[config.mk]
export PLATFORM = sky130hd
export DESIGN_NAME = glcd_pixel_plotter
export DESIGN_NICKNAME = d
export VERILOG_FILES = /design/src/rtl/core/glcd_pkg.sv /design/src/rtl/core/glcd_decode.sv /design/src/rtl/core/glcd_emit.sv /design/src/rtl/core/glcd_pixel_plotter.sv
export SDC_FILE = /design/constraint.sdc
export NUM_CORES = 1
export LEC_CHECK = 0
export BUFFER_PORTS_ARGS = -buffer_cell sky130_fd_sc_hd__buf_2
export CAP_MARGIN = 5
export CORE_MARGIN = 3
export CORE_UTILIZATION = 43
export CTS_BUF_LIST = sky130_fd_sc_hd__clkbuf_8 sky130_fd_sc_hd__clkbuf_16
export DETAILED_ROUTE_END_ITERATION = 7
export HOLD_SLACK_MARGIN = 0.15
export PLACE_DENSITY = 0.73
export SLEW_MARGIN = 10
export SYNTH_ARGS = -nofsm -noshare
export SYNTH_HDL_FRONTEND = slang
export SYNTH_SLANG_ARGS = --single-unit
[constraint.sdc]
create_clock -name aclk -period 3.18 [get_ports aclk]
set_clock_uncertainty 0.15 [all_clocks]
set_input_delay 0.159 -clock aclk [delete_from_list [all_inputs] [get_ports aclk]]
set_output_delay 0.159 -clock aclk [all_outputs]
set_load 0.02 [all_outputs]
[src/rtl/core/glcd_pkg.sv]
// Package: item types, panel constants and bus codes for the pixel plotter.
package glcd_pkg;

    localparam int COLUMNS_PER_CONTROLLER = 64;
    localparam int PANEL_ROWS             = 64;
    localparam int COL_W                  = $clog2(COLUMNS_PER_CONTROLLER);
    localparam int RUN_MAX                = 4;
    localparam int RUN_CNT_W              = $clog2(RUN_MAX + 1);
    localparam int RUN_IDX_W              = $clog2(RUN_MAX);

    localparam logic [7:0] CMD_SET_COLUMN = 8'h40;
    localparam logic [7:0] CMD_SET_PAGE   = 8'hB8;

    localparam logic [1:0] KIND_COMMAND    = 2'd0;
    localparam logic [1:0] KIND_DUMMY_READ = 2'd1;
    localparam logic [1:0] KIND_DATA_READ  = 2'd2;
    localparam logic [1:0] KIND_DATA_WRITE = 2'd3;

    localparam logic OP_PLOT  = 1'b0;
    localparam logic OP_REPLY = 1'b1;

    typedef struct packed {
        logic       operation;
        logic [7:0] x;
        logic [6:0] y;
        logic       set;
        logic [7:0] read_byte;
    } in_item_t;

    typedef struct packed {
        logic [1:0] bus_kind;
        logic       chip_select;
        logic [7:0] bus_byte;
        logic       last;
    } out_item_t;

    typedef struct packed {
        logic             reply_pending;
        logic [COL_W-1:0] pending_column;
        logic             pending_side;
        logic [2:0]       pending_bit;
        logic             pending_level;
    } pend_t;

    typedef struct packed {
        logic [RUN_CNT_W-1:0]         count;
        out_item_t [RUN_MAX-1:0]      txn;
    } run_t;

endpackage

[src/rtl/core/glcd_decode.sv]
// Decode: turns one item and the pending state into a run of bus transactions.
module glcd_decode (
    input  glcd_pkg::in_item_t item,
    input  glcd_pkg::pend_t    state,
    output glcd_pkg::run_t     run,
    output glcd_pkg::pend_t    state_next
);
    import glcd_pkg::*;

    localparam logic [8:0] X_MAX = 9'(2 * COLUMNS_PER_CONTROLLER);
    localparam logic [8:0] X_HALF = 9'(COLUMNS_PER_CONTROLLER);
    localparam logic [7:0] COL_OFS = 8'(COLUMNS_PER_CONTROLLER);
    localparam logic [6:0] Y_MAX = 7'(PANEL_ROWS);

    logic             x_ok;
    logic             y_ok;
    logic             side;
    logic [7:0]       x_m1;
    logic [7:0]       col_full;
    logic [COL_W-1:0] column;
    logic [6:0]       row;
    logic [2:0]       page;
    logic [7:0]       mask;
    logic [7:0]       data;
    logic [7:0]       col_cmd;

    assign x_ok     = (item.x != 8'd0) && ({1'b0, item.x} <= X_MAX);
    assign y_ok     = (item.y != 7'd0) && (item.y <= Y_MAX);
    assign side     = {1'b0, item.x} > X_HALF;
    assign x_m1     = item.x - 8'd1;
    assign col_full = side ? x_m1 - COL_OFS : x_m1;
    assign column   = col_full[COL_W-1:0];
    assign row      = item.y - 7'd1;
    assign page     = 3'(row >> 3);
    assign mask     = 8'd1 << state.pending_bit;
    assign data     = state.pending_level ? (item.read_byte | mask)
                                          : (item.read_byte & ~mask);
    assign col_cmd  = CMD_SET_COLUMN | 8'(state.pending_column);

    always_comb begin
        run        = '0;
        state_next = state;
        if (item.operation == OP_PLOT) begin
            if (!state.reply_pending && x_ok && y_ok) begin
                state_next.reply_pending  = 1'b1;
                state_next.pending_column = column;
                state_next.pending_side   = side;
                state_next.pending_bit    = row[2:0];
                state_next.pending_level  = item.set;
                run.count  = RUN_CNT_W'(4);
                run.txn[0] = '{KIND_COMMAND, side, CMD_SET_COLUMN | 8'(column), 1'b0};
                run.txn[1] = '{KIND_COMMAND, side, CMD_SET_PAGE | 8'(page), 1'b0};
                run.txn[2] = '{KIND_DUMMY_READ, side, 8'd0, 1'b0};
                run.txn[3] = '{KIND_DATA_READ, side, 8'd0, 1'b1};
            end
        end else begin
            if (state.reply_pending) begin
                state_next.reply_pending = 1'b0;
                run.count  = RUN_CNT_W'(2);
                run.txn[0] = '{KIND_COMMAND, state.pending_side, col_cmd, 1'b0};
                run.txn[1] = '{KIND_DATA_WRITE, state.pending_side, data, 1'b1};
            end
        end
    end

endmodule

[src/rtl/core/glcd_emit.sv]
// Emitter: holds one run of transactions and sends them out one item per cycle while m_ready is high.
module glcd_emit (
    input  logic                aclk,
    input  logic                aresetn,
    input  logic                run_valid,
    input  glcd_pkg::run_t      run,
    output logic                run_ready,
    output logic                m_valid,
    input  logic                m_ready,
    output glcd_pkg::out_item_t m_item
);
    import glcd_pkg::*;

    out_item_t [RUN_MAX-1:0] buf_reg, buf_next;
    logic [RUN_IDX_W-1:0]    idx_reg, idx_next;
    logic [RUN_CNT_W-1:0]    rem_reg, rem_next;
    logic                    m_valid_reg, m_valid_next;
    out_item_t               m_item_reg, m_item_next;
    logic                    out_adv;

    assign out_adv   = !m_valid_reg || m_ready;
    assign run_ready = (rem_reg == '0) ||
                       ((rem_reg == RUN_CNT_W'(1)) && out_adv);
    assign m_valid   = m_valid_reg;
    assign m_item    = m_item_reg;

    always_comb begin
        buf_next     = buf_reg;
        idx_next     = idx_reg;
        rem_next     = rem_reg;
        m_valid_next = m_valid_reg;
        m_item_next  = m_item_reg;
        if (out_adv) begin
            if (rem_reg != '0) begin
                m_valid_next = 1'b1;
                m_item_next  = buf_reg[idx_reg];
                idx_next     = idx_reg + RUN_IDX_W'(1);
                rem_next     = rem_reg - RUN_CNT_W'(1);
            end else begin
                m_valid_next = 1'b0;
            end
        end
        if (run_valid && run_ready) begin
            buf_next = run.txn;
            idx_next = '0;
            rem_next = run.count;
        end
    end

    always_ff @(posedge aclk) begin
        if (!aresetn) begin
            idx_reg     <= '0;
            rem_reg     <= '0;
            m_valid_reg <= 1'b0;
        end else begin
            idx_reg     <= idx_next;
            rem_reg     <= rem_next;
            m_valid_reg <= m_valid_next;
        end
        buf_reg    <= buf_next;
        m_item_reg <= m_item_next;
    end

endmodule

[src/rtl/core/glcd_pixel_plotter.sv]
// Top level: pixel plotter that issues read-modify-write bus runs to a two-controller panel.
//
// Input channel s_valid/s_ready/s_item carries plot requests (operation 0) and
// bytes returned by the panel data read (operation 1). Result channel
// m_valid/m_ready/m_item carries one bus transaction per item; last marks the
// final transaction of the run caused by one input item.
// A valid plot gives four transactions (set column, set page, dummy read, data
// read); a reply to a pending plot gives two (set column, data write).
// Out-of-range plots, plots while a reply is pending and unexpected replies
// give nothing.
// The first transaction of a run passes through the input register, the emitter's
// run buffer and its result register. The emitter sends one transaction per cycle
// while m_ready is high and loads the next run as the last transaction of the run
// before is issued; items that give nothing leave the input register at once.
// Reset clears the pending reply and empties both the input and result stages.
// When the receiver stalls, the result item holds and the input register fills,
// after which s_ready drops until the run drains.
module glcd_pixel_plotter (
    input  logic                aclk,
    input  logic                aresetn,
    input  logic                s_valid,
    output logic                s_ready,
    input  glcd_pkg::in_item_t  s_item,
    output logic                m_valid,
    input  logic                m_ready,
    output glcd_pkg::out_item_t m_item
);
    import glcd_pkg::*;

    logic     in_valid_reg, in_valid_next;
    in_item_t in_item_reg, in_item_next;
    pend_t    state_reg, state_next, dec_state;
    run_t     run;
    logic     run_ready;
    logic     take;

    glcd_decode u_decode (
        .item       (in_item_reg),
        .state      (state_reg),
        .run        (run),
        .state_next (dec_state)
    );

    glcd_emit u_emit (
        .aclk      (aclk),
        .aresetn   (aresetn),
        .run_valid (in_valid_reg && (run.count != '0)),
        .run       (run),
        .run_ready (run_ready),
        .m_valid   (m_valid),
        .m_ready   (m_ready),
        .m_item    (m_item)
    );

    assign take    = in_valid_reg && ((run.count == '0) || run_ready);
    assign s_ready = !in_valid_reg || take;

    always_comb begin
        in_valid_next = in_valid_reg;
        in_item_next  = in_item_reg;
        state_next    = state_reg;
        if (take) begin
            state_next    = dec_state;
            in_valid_next = 1'b0;
        end
        if (s_valid && s_ready) begin
            in_valid_next = 1'b1;
            in_item_next  = s_item;
        end
    end

    always_ff @(posedge aclk) begin
        if (!aresetn) begin
            in_valid_reg <= 1'b0;
            state_reg    <= '0;
        end else begin
            in_valid_reg <= in_valid_next;
            state_reg    <= state_next;
        end
        in_item_reg <= in_item_next;
    end

endmodule

Yosys cells after proc, flatten, opt, wreduce, memory -nomap -nowiden:

Index checks and enable logic that the tools add are counted.
W data, S select, Z words.

* multiplexer cells: 17
* bitwise operators: 6
* magnitude comparators: 4
* shift-type cells: 1
* reduce and logical (&&, ||, !) cells: 32
* add/sub/neg operators: 5
* equality and inequality tests: 1

Operators with widths (count)
* $mux W51: 1
* $mux W24: 2
* $bmux W12 S2: 1
* $mux W12: 2
* $sub A6 B1 Y6 const B: 3
* $mux W3: 4
* $logic_and A1 B1 Y1: 9
* $and A8 B8 Y8: 1
* $gt A8 B7 Y1 const B: 1
* $le A8 B8 Y1 const B: 1
* $mux W8: 1
* $not A8 Y8: 1
* $or A8 B8 Y8: 1
* $reduce_bool A2 Y1: 4
* $reduce_bool A8 Y1: 1
* $shl A1 B3 Y8 const A: 1
* $le A7 B7 Y1 const B: 1
* $reduce_bool A7 Y1: 1
* $logic_not A3 Y1: 2
* $mux W6: 1
* $reduce_and A2 Y1: 3
* $reduce_bool A3 Y1: 2
* $logic_or A1 B1 Y1: 4
* $mux W1: 4
* 9 further kinds: 14

* input bits: 29
* output and inout port bits: 14
* register bits: 103
* logic and storage cells: 99

Logic depth before layout (Yosys ltp):

* depth after elaboration: 12
* mapped depth: 11
* mapped depth without buffers: 8

By module:

From an unflattened synthesis, not the netlist that was laid out.

* cell total of the unflattened synthesis: 332
* area, all modules: 4725.8 um^2

Modules (own cells, without submodules)
* glcd_emit: cells an instance 117, seq. area each 1921.8 um^2, times used 1, area an instance 2499.9 um^2
* glcd_pixel_plotter: cells an instance 85, seq. area each 1011.0 um^2, times used 1, area an instance 1307.5 um^2
* glcd_decode: cells an instance 130, seq. area each 0.0 um^2, times used 1, area an instance 918.4 um^2

Worst setup path after synthesis:

OpenSTA, ideal clock, no wires.

* path kind: register to register
* start point: register in_item_reg[16] (netlist name)
* end point: register in_item_reg[0] (netlist name), enable pin
* cell stages (with the launch flop): 9
* period minus slack after synthesis: 3511 ps
* library setup time: 410 ps
* buffers on the path: 1
* slack: -331 ps
* data arrival time: 2951 ps
* data required time: 2620 ps
* path through: edfxtp_1 > inv_1 > ha_1 > or4b_4 > nor4_1 > or4_1 > buf_2 > a21oi_1 > nor2b_1

* longest elaborated chain between the ends: 11
* elaborated cells between the ends (all ways): 12
* those cells by class: order compare (1); mux (2); reduce/logical (9)

RTL lines
* start, declared: line glcd_pixel_plotter.sv:31 `in_item_t in_item_reg, in_item_next;`
* start signal, assigned: line glcd_pixel_plotter.sv:80 `in_item_reg <= in_item_next;`
* $le A8 B8 Y1 or $reduce_bool A8 Y1 (tied branches): line glcd_decode.sv:27 `assign x_ok = (item.x != 8'd0) && ({1'b0, item.x} <= X_MAX);`
* $logic_and A1 B1 Y1 (*): line glcd_decode.sv:27
* $logic_and A1 B1 Y1 (*) (2 in series): line glcd_decode.sv:44 `if (!state.reply_pending && x_ok && y_ok) begin`
* $mux W51 (*): line glcd_decode.sv:44
* $mux W3 (*): line glcd_decode.sv:43 `if (item.operation == OP_PLOT) begin`
* $logic_not A3 Y1 (*): line glcd_pixel_plotter.sv:55 `assign take = in_valid_reg && ((run.count == '0) || run_ready);`
* $logic_or A1 B1 Y1 (*): line glcd_pixel_plotter.sv:55
* $logic_and A1 B1 Y1 (*): line glcd_pixel_plotter.sv:55
* $logic_or A1 B1 Y1 (*): line glcd_pixel_plotter.sv:56 `assign s_ready = !in_valid_reg || take;`
* $logic_and A1 B1 Y1 (*): line glcd_pixel_plotter.sv:66 `if (s_valid && s_ready) begin`

Every way passes the cells marked *; elsewhere a longest branch is shown, timed or not.
A chain may end at the register's enable or synchronous reset.

Worst setup path in the final report:

* start point: register in_item_reg[16] (netlist name)
* end point: register in_valid_reg

* longest elaborated chain between the ends: 12
* elaborated cells between the ends (all ways): 14
* those cells by class: order compare (1); mux (3); reduce/logical (10)

RTL lines
* $le A8 B8 Y1 or $reduce_bool A8 Y1 (tied branches): line glcd_decode.sv:27
* $logic_and A1 B1 Y1 (*): line glcd_decode.sv:27
* $logic_and A1 B1 Y1 (*) (2 in series): line glcd_decode.sv:44
* $mux W51 (*): line glcd_decode.sv:44
* $mux W3 (*): line glcd_decode.sv:43
* $logic_not A3 Y1 (*): line glcd_pixel_plotter.sv:55
* $logic_or A1 B1 Y1 (*): line glcd_pixel_plotter.sv:55
* $logic_and A1 B1 Y1 (*): line glcd_pixel_plotter.sv:55
* $logic_or A1 B1 Y1: line glcd_pixel_plotter.sv:56
* $logic_and A1 B1 Y1: line glcd_pixel_plotter.sv:66
* $mux W1 or $reduce_bool A2 Y1 (tied branches)
* end signal, assigned: line glcd_pixel_plotter.sv:77 `in_valid_reg <= in_valid_next;`
* end, declared: line glcd_pixel_plotter.sv:30 `logic in_valid_reg, in_valid_next;`

Marks and branches as above.

==> implementation parameters <==
Parameter                              Value

Status
  Result of the run    finished clean

Synth
  Avg Synthesized Cell Area    ~13 sq um
  Synthesis warning total    0
  Cell accounting for the most synthesized area    sky130_fd_sc_hd__edfxtp_1
  Top area cells in the synthesized netlist    sky130_fd_sc_hd__edfxtp_1 (52%), sky130_fd_sc_hd__dfxtp_1 (12%), sky130_fd_sc_hd__mux2i_1 (5.4%), sky130_fd_sc_hd__nand2_1 (3.3%), sky130_fd_sc_hd__o211a_1 (3.2%)
  Cell with the most instances after synthesis    sky130_fd_sc_hd__edfxtp_1
  Prevailing post-synth register cell    sky130_fd_sc_hd__edfxtp_1
  Post-synth cell types    44
  Number of enable-type register cells in the synthesized netlist    55
  Netlist Area Pre-Place    around 3200 sq um
  Async set-reset flop share out of synthesis    0%
  Proportion of synthesized chip area in sequential cells    64.42%
  Fraction of post-synthesis cell area in the top cell type by area    about 52%
  Post-synth top cells    sky130_fd_sc_hd__edfxtp_1 (55), sky130_fd_sc_hd__nand2_1 (28), sky130_fd_sc_hd__nor2_1 (21)
  Flip-flop and latch count after synthesis    between 70 and 80
  Count of mapped cells out of synthesis    250
  Number of nets in the synthesized netlist    284

Worst setup path
  Worst reg2reg path endpoint    in_valid_reg
  Slowest cell delay on critical path    0.54 ns
  Critical-path cell list    inv_1 > ha_1 > or4b_4 > o31a_1 > or4_1 > a21oi_2 > buf_4 > o21a_1 > dlygate4sd3_1
  Crit path launch type    flop
  Data arrival time of the critical path    approximately 3.2 ns
  Setup CP Type    reg2reg
  Critical Path RT    between 3 and 4 ns
  Cell type of the slowest stage on the worst timing path    sky130_fd_sc_hd__dlygate4sd3_1
  Family with the most delay on the worst path    simple AND/OR/NAND/NOR gates
  Origin of the worst setup path    in_item_reg[16]
  Startpoint of the worst-slack reg-to-reg timing path    in_item_reg[16]
  Worst-path maximum fanout    3
  Worst reg-to-reg path cell count    9
  Buffer and inverter count on the worst path    3
  Instance count on the critical path    9
  Capturing instance or port of the critical path    in_valid_reg
  Crit path capture type    flop
  Reg-to-reg slack, setup    about 0.15 ns

Clocking
  Clock Path Buffers    2
  Skew-Pair Late Insertion Delay    roughly 0.34 ns
  Clk root buf    sky130_fd_sc_hd__clkbuf_8
  Number of levels the H-tree was split into    3
  Sink Count    74
  Cts bufs inserted    9
  Clock Pin Slew Worst Setup and Hold Paths    0.08 ns
  Clock tree from TritonCTS    yes

Placed design
  Placement-stage worst setup slack    -0.007835 ns
  Final weighted congestion in routability-driven placement    slightly below 0.8
  Sum of net half-perimeters after detailed placement    ~3600 um
  Number of port buffers    42
  Area after DPL    about 3500 sq um

Detailed routing
  Routed via count    around 2100
  Routed wire length    around 5700 um
  First drt pass iteration count    4
  Post-route ant nets    0
  Final routed DRC violation total    0
  Average via count per standard cell    4.927
  DRT iter0 DRCs    ~130
  WL/cell    ~13 um

Floorplanning
  Vert. Die Dim    91.65 um
  Die area    between 8000 and 9000 sq um
  Number of rows in the core area    30
  Die width    a little over 90 um
  Io pins    43
  Starting density of the core    between 40% and 50%
  Area of the placeable core    slightly below 7000 sq um

Global routing
  Antenna violations before repair    0
  Vias in the first global route    just over 2000
  Largest net degree at the start of global routing    26
  All-Layer GR Usage    between 15 and 20%
  Global-route wire length before repair    slightly below 10000 um
  Residual overflow from global routing    0

Power and ir drop
  Leakage power total    around 1.6 nW
  Ratio of total power to cell area    around 670 nW/um^2
  Maximum ir drop on the vdd rail    333.7 uV
  Overall power of the completed layout    roughly 0.0027 W

Timing
  RSZ-0062 raised after global routing    no
  Count of final setup violators    0
  Hold violation total from the final report    0
  Total count of max-transition violations in the final report    0
  Fin Hold WS    0.3031 ns
  Period utilization    between 90 and 100%
  Transition time at the pin with the least slew margin    around 0.66 ns
  Worst-case setup margin in the final layout    between 0.1 and 0.15 ns
  Top achievable clock speed    0.3295 GHz
  Max-slew headroom    between 50 and 60%
  Clock period minus worst slack    3.035 ns
  Setup TNS Final    0 ns

Final layout
  Number of flip-flops in the largest register    25
  Post-synthesis to final-layout area growth    26.81%
  Final instance area    approximately 4000 sq um
  Fraction of final layout cells sized beyond drive strength 1    21.52%
  Count of inserted antenna diode cells    0
  Count of nets after finishing    roughly 360
  Filler Cell Count    around 560

Run
  # Max-Cap Violations    0

Hold path
  Type of the worst min-delay path    reg2reg
worst reg2reg max path, stage by stage (launching register included):
cell,delay [ns]
sky130_fd_sc_hd__edfxtp_1,0.41
sky130_fd_sc_hd__inv_1,0.09
sky130_fd_sc_hd__ha_1,0.17
sky130_fd_sc_hd__or4b_4,0.47
sky130_fd_sc_hd__o31a_1,0.27
sky130_fd_sc_hd__or4_1,0.46
sky130_fd_sc_hd__a21oi_2,0.19
sky130_fd_sc_hd__buf_4,0.13
sky130_fd_sc_hd__o21a_1,0.10
sky130_fd_sc_hd__dlygate4sd3_1,0.54
through the flow:
stage / util [%] / std cells
finish: 57.60 / 426
global route: 57.60 / 426
CTS: 57.44 / 425
detailed placement: 50.05 / 380
global placement: 50.05 / 380
floorplan: - / 250
cells in the final DEF (no fill, tap or decap), drive strengths merged, types with 10 or more instances in the layout:
cell         instances
buf                 50
nor2                21
edfxtp              55
dlygate4sd3         29
inv                 10
mux2i               17
o211a               10
o21ai               11
nand2               28
dfxtp               19
how the worst min path moves through the flow:
stage | startpoint | endpoint | slack, ns | depth (start not counted)
floorplan | s_item[0] | in_item_reg[0] | 0.11 | 0
global placement | s_item[10] | in_item_reg[10] | 0.19 | 1
detailed placement | s_item[14] | in_item_reg[14] | 0.19 | 1
CTS | u_emit.rem_reg[1] | u_emit.rem_reg[1] | 0.31 | 2
global route | u_emit.rem_reg[1] | u_emit.rem_reg[1] | 0.33 | 2
finish | u_emit.rem_reg[1] | u_emit.rem_reg[1] | 0.30 | 2
where the power goes:
group	switching [W]	internal, W
combinational	0.000336	0.000249
sequential	0.0000885	0.00122
clock	0.000348	0.000441
cell families (layout without fill, tap and decap cells):
| group | after synthesis | in the layout | synth area share, % |
|---|---|---|---|
| flip-flops | 74 | 74 | 64.42 |
| AO/OA/AOI/OAI | 43 | 43 | 10.04 |
| multiplexers | 18 | 18 | 5.752 |
| AND/OR/NAND/NOR | 76 | 76 | 11.54 |
| buffers and inverters | 24 | 104 | 3.490 |
| XOR/XNOR | 10 | 10 | 2.777 |
| adder cells (fa/ha/maj) | 5 | 5 | 1.983 |
repair_timing:
action,4_1_cts,5_1_grt
resized for setup,1,1
setup endpoints to repair,25,2
endpoints found under the hold margin,44,0
pin swaps,0,1
hold buffers,29,0
buffers inserted,0,1
layer usage:
layer  vias to the layer above  part of all wire [%]  GRT usage (%)
met2                        48                    50          23.92
met3                        11                   4.4          3.281
met4                         0                   2.3          7.663
li1                       1044                     -              -
met5                         -                     0              0
met1                       996                    44          19.43
final cells by class:
type | count | area [sq um] | area share (%)
Sequential cell | 74 | 2032 | 50.80
Clock inverter | 7 | 93.84 | 2.346
Tap cell | 96 | 120.1 | 3.003
Timing Repair Buffer | 79 | 573.1 | 14.33
Inverter | 9 | 33.78 | 0.8445
Clock buffer | 9 | 123.9 | 3.097
Multi-Input combinational cell | 152 | 1023 | 25.59
(Power assumes the default switching activity.)
